**src/ewma_pkg.sv**
```systemverilog
`timescale 1ns / 1ps

package ewma_pkg;

    localparam int ALPHA_W    = 16;
    localparam int INTERVAL_W = 12;
    localparam int MODE_W     = 2;
    localparam int EVENT_W    = 16;
    localparam int PERIOD_W   = 12;
    localparam int PENDING_W  = 32;
    localparam int FRAC_W     = 16;
    localparam int RATE_W     = PENDING_W + FRAC_W;
    localparam int SCALED_W   = 60;
    localparam int MUL_A_W    = 32;
    localparam int MUL_B_W    = 16;
    localparam int MUL_P_W    = MUL_A_W + MUL_B_W;
    localparam int ACC_W      = 64;
    localparam int CFG_DATA_W = 16;
    localparam int CFG_IDX_W  = 1;

    // one quotient bit per divide step
    localparam int DIV_STEPS = RATE_W;
    localparam int STEP_W    = $clog2(DIV_STEPS);

    localparam logic [MODE_W-1:0] MODE_UPDATE = 2'd0;
    localparam logic [MODE_W-1:0] MODE_TICK   = 2'd1;
    localparam logic [MODE_W-1:0] MODE_READ   = 2'd2;

    localparam logic [CFG_IDX_W-1:0] REG_ALPHA    = 1'b0;
    localparam logic [CFG_IDX_W-1:0] REG_INTERVAL = 1'b1;

    // one-minute preset; five- and fifteen-minute presets are 1083 and 363
    localparam logic [ALPHA_W-1:0]    ALPHA_RESET    = 16'd5240;
    localparam logic [INTERVAL_W-1:0] INTERVAL_RESET = 12'd5;

    typedef struct packed {
        logic accept_update;
        logic accept_tick;
        logic accept_read;
        logic div_step;
        logic diff_step;
        logic mul_lo;
        logic mul_hi;
        logic mul_read;
        logic smooth_step;
        logic out_load;
    } dp_cmd_t;

    typedef struct packed {
        logic loaded;
    } dp_sts_t;

endpackage

```
**src/ewma_event_rate_meter.sv**
```systemverilog
`timescale 1ns / 1ps

// Channel   Direction  Handshake            Payload
// input     in         in_valid / in_stall  mode, event_count, period_seconds
// output    out        out_valid/ out_stall scaled_rate, is_initialized
// config    in         wr_en                wr_index, wr_data
//
// Update beats leave the block idle; a new beat is taken the next cycle.
// Read beats make two passes through the shared 32x16 multiplier.
// Tick beats run the 48-step restoring divider (one bit a cycle), then the
// difference, two multiplier passes and the smoothing add; the first tick
// loads the rate in the difference step and ends there.
// Reset clears pending count, rate and loaded flag, and loads the presets.
// A stalled result holds in the output register; a read waits for it to drain.

module ewma_event_rate_meter (
    input  logic                              clk,
    input  logic                              rst_n,
    input  logic                              wr_en,
    input  logic [ewma_pkg::CFG_IDX_W-1:0]    wr_index,
    input  logic [ewma_pkg::CFG_DATA_W-1:0]   wr_data,
    input  logic                              in_valid,
    output logic                              in_stall,
    input  logic [ewma_pkg::MODE_W-1:0]       mode,
    input  logic [ewma_pkg::EVENT_W-1:0]      event_count,
    input  logic [ewma_pkg::PERIOD_W-1:0]     period_seconds,
    output logic                              out_valid,
    input  logic                              out_stall,
    output logic [ewma_pkg::SCALED_W-1:0]     scaled_rate,
    output logic                              is_initialized
);
    import ewma_pkg::*;

    dp_cmd_t cmd;
    dp_sts_t sts;

    ewma_ctrl u_ctrl (
        .clk       (clk),
        .rst_n     (rst_n),
        .in_valid  (in_valid),
        .mode      (mode),
        .in_stall  (in_stall),
        .out_valid (out_valid),
        .out_stall (out_stall),
        .sts       (sts),
        .cmd       (cmd)
    );

    ewma_dp u_dp (
        .clk            (clk),
        .rst_n          (rst_n),
        .wr_en          (wr_en),
        .wr_index       (wr_index),
        .wr_data        (wr_data),
        .event_count    (event_count),
        .period_seconds (period_seconds),
        .cmd            (cmd),
        .sts            (sts),
        .scaled_rate    (scaled_rate),
        .is_initialized (is_initialized)
    );

    // one datapath operation per cycle
    assert property (@(posedge clk) disable iff (!rst_n)
        $onehot0({cmd.accept_tick, cmd.div_step, cmd.diff_step, cmd.mul_lo,
                  cmd.mul_hi, cmd.smooth_step, cmd.out_load}))
        else $error("overlapping datapath commands");

    // never overwrite a result that has not been taken
    assert property (@(posedge clk) disable iff (!rst_n)
        cmd.out_load |-> (!out_valid || !out_stall))
        else $error("result register overwritten");

    // a tick keeps the block busy while it divides
    assert property (@(posedge clk) disable iff (!rst_n)
        (in_valid && !in_stall && mode == MODE_TICK) |=> in_stall)
        else $error("tick did not start the divider");

    // update beats leave the block ready
    assert property (@(posedge clk) disable iff (!rst_n)
        (in_valid && !in_stall && mode == MODE_UPDATE) |=> !in_stall)
        else $error("update stalled the input");

endmodule

```
**src/ewma_ctrl.sv**
```systemverilog
`timescale 1ns / 1ps

module ewma_ctrl (
    input  logic                       clk,
    input  logic                       rst_n,
    input  logic                       in_valid,
    input  logic [ewma_pkg::MODE_W-1:0] mode,
    output logic                       in_stall,
    output logic                       out_valid,
    input  logic                       out_stall,
    input  ewma_pkg::dp_sts_t          sts,
    output ewma_pkg::dp_cmd_t          cmd
);
    import ewma_pkg::*;

    typedef enum logic [2:0] {
        S_IDLE,
        S_DIVIDE,
        S_DIFF,
        S_MUL_LO,
        S_MUL_HI,
        S_SMOOTH,
        S_RESULT
    } state_t;

    state_t              state_reg, state_next;
    logic [STEP_W-1:0]   step_reg, step_next;
    logic                read_op_reg, read_op_next;
    logic                out_valid_reg, out_valid_next;

    always_comb
    begin
        cmd            = '0;
        state_next     = state_reg;
        step_next      = step_reg;
        read_op_next   = read_op_reg;
        cmd.mul_read   = read_op_reg;

        case (state_reg)
            S_IDLE:
            begin
                if (in_valid)
                begin
                    case (mode)
                        MODE_UPDATE:
                        begin
                            cmd.accept_update = 1'b1;
                        end
                        MODE_TICK:
                        begin
                            cmd.accept_tick = 1'b1;
                            read_op_next    = 1'b0;
                            step_next       = '0;
                            state_next      = S_DIVIDE;
                        end
                        MODE_READ:
                        begin
                            cmd.accept_read = 1'b1;
                            read_op_next    = 1'b1;
                            state_next      = S_MUL_LO;
                        end
                        default:
                        begin
                            // drop the beat
                        end
                    endcase
                end
            end
            S_DIVIDE:
            begin
                cmd.div_step = 1'b1;
                if (step_reg == STEP_W'(DIV_STEPS - 1))
                begin
                    state_next = S_DIFF;
                end
                else
                begin
                    step_next = step_reg + 1'b1;
                end
            end
            S_DIFF:
            begin
                cmd.diff_step = 1'b1;
                // first tick loads the rate directly
                state_next = sts.loaded ? S_MUL_LO : S_IDLE;
            end
            S_MUL_LO:
            begin
                cmd.mul_lo = 1'b1;
                state_next = S_MUL_HI;
            end
            S_MUL_HI:
            begin
                cmd.mul_hi = 1'b1;
                state_next = read_op_reg ? S_RESULT : S_SMOOTH;
            end
            S_SMOOTH:
            begin
                cmd.smooth_step = 1'b1;
                state_next      = S_IDLE;
            end
            S_RESULT:
            begin
                if (!out_valid_reg || !out_stall)
                begin
                    cmd.out_load = 1'b1;
                    state_next   = S_IDLE;
                end
            end
            default:
            begin
                state_next = S_IDLE;
            end
        endcase

        if (cmd.out_load)
        begin
            out_valid_next = 1'b1;
        end
        else if (!out_stall)
        begin
            out_valid_next = 1'b0;
        end
        else
        begin
            out_valid_next = out_valid_reg;
        end
    end

    always_ff @(posedge clk or negedge rst_n)
    begin
        if (!rst_n)
        begin
            state_reg     <= S_IDLE;
            step_reg      <= '0;
            read_op_reg   <= 1'b0;
            out_valid_reg <= 1'b0;
        end
        else
        begin
            state_reg     <= state_next;
            step_reg      <= step_next;
            read_op_reg   <= read_op_next;
            out_valid_reg <= out_valid_next;
        end
    end

    assign in_stall  = (state_reg != S_IDLE);
    assign out_valid = out_valid_reg;

endmodule

```
**src/ewma_dp.sv**
```systemverilog
`timescale 1ns / 1ps

module ewma_dp (
    input  logic                              clk,
    input  logic                              rst_n,
    input  logic                              wr_en,
    input  logic [ewma_pkg::CFG_IDX_W-1:0]    wr_index,
    input  logic [ewma_pkg::CFG_DATA_W-1:0]   wr_data,
    input  logic [ewma_pkg::EVENT_W-1:0]      event_count,
    input  logic [ewma_pkg::PERIOD_W-1:0]     period_seconds,
    input  ewma_pkg::dp_cmd_t                 cmd,
    output ewma_pkg::dp_sts_t                 sts,
    output logic [ewma_pkg::SCALED_W-1:0]     scaled_rate,
    output logic                              is_initialized
);
    import ewma_pkg::*;

    // control state
    logic [ALPHA_W-1:0]    alpha_reg, alpha_next;
    logic [INTERVAL_W-1:0] interval_reg, interval_next;
    logic [PENDING_W-1:0]  pending_reg, pending_next;
    logic [RATE_W-1:0]     rate_reg, rate_next;
    logic                  loaded_reg, loaded_next;

    // working registers
    logic [INTERVAL_W-1:0] rem_reg, rem_next;
    logic [RATE_W-1:0]     quo_reg, quo_next;
    logic [RATE_W-1:0]     diff_reg, diff_next;
    logic                  up_reg, up_next;
    logic [PERIOD_W-1:0]   period_reg, period_next;
    logic [ACC_W-1:0]      acc_reg, acc_next;
    logic [SCALED_W-1:0]   scaled_reg, scaled_next;
    logic                  init_reg, init_next;

    logic [PENDING_W:0]    pending_sum;
    logic [INTERVAL_W-1:0] divisor;
    logic [INTERVAL_W:0]   shifted;
    logic [INTERVAL_W:0]   trial;
    logic                  fits;
    logic [MUL_A_W-1:0]    mul_a;
    logic [MUL_B_W-1:0]    mul_b;
    logic [MUL_P_W-1:0]    mul_p;
    logic [RATE_W-1:0]     step_mag;
    logic                  step_carry;

    always_comb
    begin
        pending_sum = {1'b0, pending_reg} + {{(PENDING_W + 1 - EVENT_W){1'b0}}, event_count};
        divisor     = (interval_reg == '0) ? INTERVAL_W'(1) : interval_reg;
        shifted     = {rem_reg, quo_reg[RATE_W-1]};
        trial       = shifted - {1'b0, divisor};
        fits        = (shifted >= {1'b0, divisor});

        if (cmd.mul_read)
        begin
            mul_b = {{(MUL_B_W - PERIOD_W){1'b0}}, period_reg};
            mul_a = cmd.mul_hi ? {{(MUL_A_W - (RATE_W - MUL_A_W)){1'b0}},
                                  rate_reg[RATE_W-1:MUL_A_W]}
                               : rate_reg[MUL_A_W-1:0];
        end
        else
        begin
            mul_b = alpha_reg;
            mul_a = cmd.mul_hi ? {{(MUL_A_W - (RATE_W - MUL_A_W)){1'b0}},
                                  diff_reg[RATE_W-1:MUL_A_W]}
                               : diff_reg[MUL_A_W-1:0];
        end
        mul_p = {{MUL_B_W{1'b0}}, mul_a} * {{MUL_A_W{1'b0}}, mul_b};

        step_mag   = acc_reg[ACC_W-1:FRAC_W];
        step_carry = |acc_reg[FRAC_W-1:0];

        alpha_next    = alpha_reg;
        interval_next = interval_reg;
        pending_next  = pending_reg;
        rate_next     = rate_reg;
        loaded_next   = loaded_reg;
        rem_next      = rem_reg;
        quo_next      = quo_reg;
        diff_next     = diff_reg;
        up_next       = up_reg;
        period_next   = period_reg;
        acc_next      = acc_reg;
        scaled_next   = scaled_reg;
        init_next     = init_reg;

        if (wr_en)
        begin
            case (wr_index)
                REG_ALPHA:    alpha_next    = wr_data[ALPHA_W-1:0];
                REG_INTERVAL: interval_next = wr_data[INTERVAL_W-1:0];
                default:      ;
            endcase
        end

        if (cmd.accept_update)
        begin
            pending_next = pending_sum[PENDING_W] ? '1 : pending_sum[PENDING_W-1:0];
        end

        if (cmd.accept_tick)
        begin
            pending_next = '0;
            quo_next     = {pending_reg, {FRAC_W{1'b0}}};
            rem_next     = '0;
        end

        if (cmd.accept_read)
        begin
            period_next = period_seconds;
        end

        if (cmd.div_step)
        begin
            rem_next = fits ? trial[INTERVAL_W-1:0] : shifted[INTERVAL_W-1:0];
            quo_next = {quo_reg[RATE_W-2:0], fits};
        end

        if (cmd.diff_step)
        begin
            if (!loaded_reg)
            begin
                rate_next   = quo_reg;
                loaded_next = 1'b1;
            end
            else
            begin
                up_next   = (quo_reg >= rate_reg);
                diff_next = (quo_reg >= rate_reg) ? quo_reg - rate_reg : rate_reg - quo_reg;
            end
        end

        if (cmd.mul_lo)
        begin
            acc_next = {{(ACC_W - MUL_P_W){1'b0}}, mul_p};
        end

        if (cmd.mul_hi)
        begin
            acc_next = acc_reg + {mul_p[ACC_W-MUL_A_W-1:0], {MUL_A_W{1'b0}}};
        end

        if (cmd.smooth_step)
        begin
            // round the downward step away from zero so the rate floors
            rate_next = up_reg ? rate_reg + step_mag
                               : rate_reg - step_mag - {{(RATE_W - 1){1'b0}}, step_carry};
        end

        if (cmd.out_load)
        begin
            scaled_next = (acc_reg[ACC_W-1:SCALED_W] != '0) ? '1 : acc_reg[SCALED_W-1:0];
            init_next   = loaded_reg;
        end
    end

    always_ff @(posedge clk or negedge rst_n)
    begin
        if (!rst_n)
        begin
            alpha_reg    <= ALPHA_RESET;
            interval_reg <= INTERVAL_RESET;
            pending_reg  <= '0;
            rate_reg     <= '0;
            loaded_reg   <= 1'b0;
        end
        else
        begin
            alpha_reg    <= alpha_next;
            interval_reg <= interval_next;
            pending_reg  <= pending_next;
            rate_reg     <= rate_next;
            loaded_reg   <= loaded_next;
        end
    end

    always_ff @(posedge clk)
    begin
        rem_reg    <= rem_next;
        quo_reg    <= quo_next;
        diff_reg   <= diff_next;
        up_reg     <= up_next;
        period_reg <= period_next;
        acc_reg    <= acc_next;
        scaled_reg <= scaled_next;
        init_reg   <= init_next;
    end

    assign sts.loaded     = loaded_reg;
    assign scaled_rate    = scaled_reg;
    assign is_initialized = init_reg;

endmodule
```
**config.mk**
```make
export PLATFORM = sky130hd
export DESIGN_NAME = ewma_event_rate_meter
export DESIGN_NICKNAME = d
export VERILOG_FILES = /design/src/ewma_pkg.sv /design/src/ewma_event_rate_meter.sv /design/src/ewma_ctrl.sv /design/src/ewma_dp.sv
export SDC_FILE = /design/constraint.sdc
export NUM_CORES = 2
export LEC_CHECK = 0
export BUFFER_PORTS_ARGS = -buffer_cell sky130_fd_sc_hd__buf_2
export CORE_MARGIN = 4
export CORE_UTILIZATION = 60
export DETAILED_ROUTE_END_ITERATION = 8
export PLACE_DENSITY = 0.76
export REMOVE_ABC_BUFFERS = 1
export SETUP_SLACK_MARGIN = 0.05
export SLEW_MARGIN = 20
export SYNTH_ARGS = -nofsm -noshare
export SYNTH_HDL_FRONTEND = slang
export SYNTH_SLANG_ARGS = --single-unit
```
**constraint.sdc**
```tcl
create_clock -name clk -period 22 [get_ports clk]
set_input_delay 1.1 -clock clk [delete_from_list [all_inputs] [get_ports clk]]
set_output_delay 1.1 -clock clk [all_outputs]
set_load 0.01 [all_outputs]
```
==> flow_metrics.py <==
metrics = {
    "critical_path": {
        "cp_max_fo": 70,
        "path_buf_inv": 7,
        "start_kind": "register",
        "cp-end-kind": "register",
        "critPathArrivalTime_ns": 11.03,
        "crit_type": "reg -> reg",
        "slowest_delay_ns": 0.68,
        "critical_path.slowest_cell": "buf_4",
        "crit_required_ns": 22.31,
        "cpLargestDelayFamily": "adder cells",
    },
    "sta": {
        "hold_violations": 0,
        "min_period_over_period_pct": 48.7,
        "min_period_ns": 10.72,
        "rsz0062_at_grt": "no",
        "tightest_slew_ns": 1.25,
        "fin_worst_skew_ns": 0.0331,
        "fin_tns_setup_ns": 0,
        "drv_slew": 0,
        "relSlewSlack_pct": 15.7,
        "setup_viol": 0,
        "fmax_mhz": 93.3,
    },
    "clock_network": {
        "cts_setup_buffers": 0,
        "clock_tree.htree_level_count": 2,
        "cts_tree": "yes",
        "cts-resized-gates": 0,
        "ctsLongestPathBuffers": 3,
        "root_buffer": "clkbuf_16",
        "cts_made_buffers": 45,
        "clk_pin_slew_ns": 0.06,
        "cts.sinks": 366,
        "hold_buffers": 0,
        "clk_latency_ns": 0.60,
    },
    "place": {
        "hpwl_um": 128000,
        "port_buffers": 114,
        "place_congestion": 1.04,
    },
    "routing": {
        "postRouteAntennaNets": 0,
        "via_count": 39300,
        "viasPerCell": 6.33,
        "dr.pass1.iters": 6,
        "drt-initial-drc-count": 4373,
        "post_drt_wl_per_cell_um": 25.5,
        "drc": 0,
        "totalWireLength_um": 158000,
    },
    "global_route": {
        "grt_pass1_vias": 37700,
        "grt_pass1_wl_um": 235000,
        "groute.usage.overall_pct": 39.2,
        "overflow": 0,
        "grt_max_degree": 71,
        "antenna_found_initial": 21,
    },
    "yosys": {
        "synth_seq_cells": 366,
        "syn_area_um2": 45300,
        "synth_edf_count": 246,
        "ys.flop_type": "edfxtp_1",
        "ys.warnings.count": 0,
        "syn-instance-count": 5181,
        "async_flop_share_pct": 32.8,
        "yosysSeqAreaShare_pct": 22.9,
        "synth_area_per_cell_um2": 8.75,
        "ys_types": 113,
    },
    "status": {
        "outcome": "completed",
    },
    "die": {
        "die_h_um": 283,
        "start_util_pct": 60.7,
        "die_area_um2": 80000,
        "core_area_um2": 74700,
        "die_x_um": 283,
        "rows": 100,
        "ios": 115,
    },
    "cells_and_area": {
        "filler_cell_count": 6497,
        "layout_commonest_cell": "inv_1",
        "syn_to_final_growth_pct": 6.96,
        "final_cell_mix": "710 x inv_1, 629 x nand2_1, 426 x fa_1",
        "layout.nets": 6087,
        "largest_reg_flops": 64,
        "drive_above_1_share_pct": 7.18,
    },
    "run": {
        "cap_viol_max_count": 0,
    },
    "min_path": {
        "min_path_type": "in -> async",
    },
}
==> synth_stat cells (all sizes together) (47+ instances only) <==
| cell | count | area share [%] |
|---|---|---|
| nand2 | 631 | 5.2 |
| o21ai | 285 | 3.2 |
| dfrtp | 112 | 6.2 |
| mux2i | 52 | 1.1 |
| nor3 | 99 | 1.1 |
| nand2b | 90 | 1.2 |
| mux2 | 55 | 1.4 |
| a21o | 143 | 2.4 |
| xor2 | 65 | 1.3 |
| fa | 426 | 19 |
| clkbuf | 169 | 1.4 |
| inv | 712 | 5.9 |
| nand3 | 58 | 0.65 |
| nor2 | 383 | 3.2 |
| ha | 419 | 12 |
| o21bai | 58 | 0.96 |
| xnor2 | 142 | 2.7 |
| edfxtp | 246 | 16 |
| and2 | 98 | 1.4 |
| a21oi | 364 | 4.0 |
| nand4 | 47 | 0.65 |
==> area by class of cell <==
type / count / area (um2) / area share, %
clock inverter: 32 / 493 / 1.02
clock buffer: 51 / 1150 / 2.37
antenna: 12 / 30.0 / 0.0619
tap: 969 / 1210 / 2.50
sequential: 366 / 10400 / 21.5
inverter: 713 / 2680 / 5.52
multi-input combinational: 3892 / 31500 / 65.0
timing repair buffer: 172 / 1010 / 2.09
==> kinds of logic after synthesis <==
kind of cell / count (synthesis) / synth area share [%]
compound gates: 1174 / 16.6
flops: 366 / 22.9
simple gates: 1558 / 15.7
xor+xnor: 208 / 4.05
fa+ha+maj: 845 / 30.4
buf+inv: 923 / 7.76
mux: 107 / 2.53
==> final timing paths <==
kind	from	endpoint	slack (ns)	depth (start not counted)
min in group clk	u_dp.pending_reg[0]	u_dp.pending_reg[0]	0.50	2
setup / recovery	u_ctrl.state_reg[0]	u_dp.acc_reg[60]	11.28	36
max in group asynchronous	rst_n	u_dp.rate_reg[45]	20.16	2
hold / removal	rst_n	u_dp.rate_reg[3]	0.43	1
setup reg to reg	u_ctrl.state_reg[0]	u_dp.acc_reg[60]	11.28	36
hold reg to reg	u_dp.pending_reg[0]	u_dp.pending_reg[0]	0.50	2
==> through the flow <==
stage	hold slack [ns]	area, um2	instances	worst slack (ns)	utilization [%]
after CTS	0.463	48500	6195	11.58	64.9
after global routing	0.482	48500	6198	10.80	64.9
after detailed placement	0.491	46800	6112	11.70	62.7
final	0.431	48500	6207	11.28	64.9
after global placement	0.483	46800	6112	11.88	62.7
after floorplan	0.465	44500	4971	11.17	-
==> per-layer routing <==
| layer | wire length [um] | vias to the layer above | track usage (%) | share of wire [%] |
|---|---|---|---|---|
| met1 | 63300 | 19200 | 53.2 | 40 |
| li1 | - | 17500 | - | - |
| met5 | 113 | - | 0 | 0.071 |
| met4 | 10100 | 16 | 19.9 | 6.4 |
| met3 | 17300 | 460 | 10.5 | 11 |
| met2 | 67200 | 2127 | 58.3 | 43 |
Power is left out: the tool's default activity adds up to more than one toggle a clock period on the data nets, which glitch-free logic cannot reach.
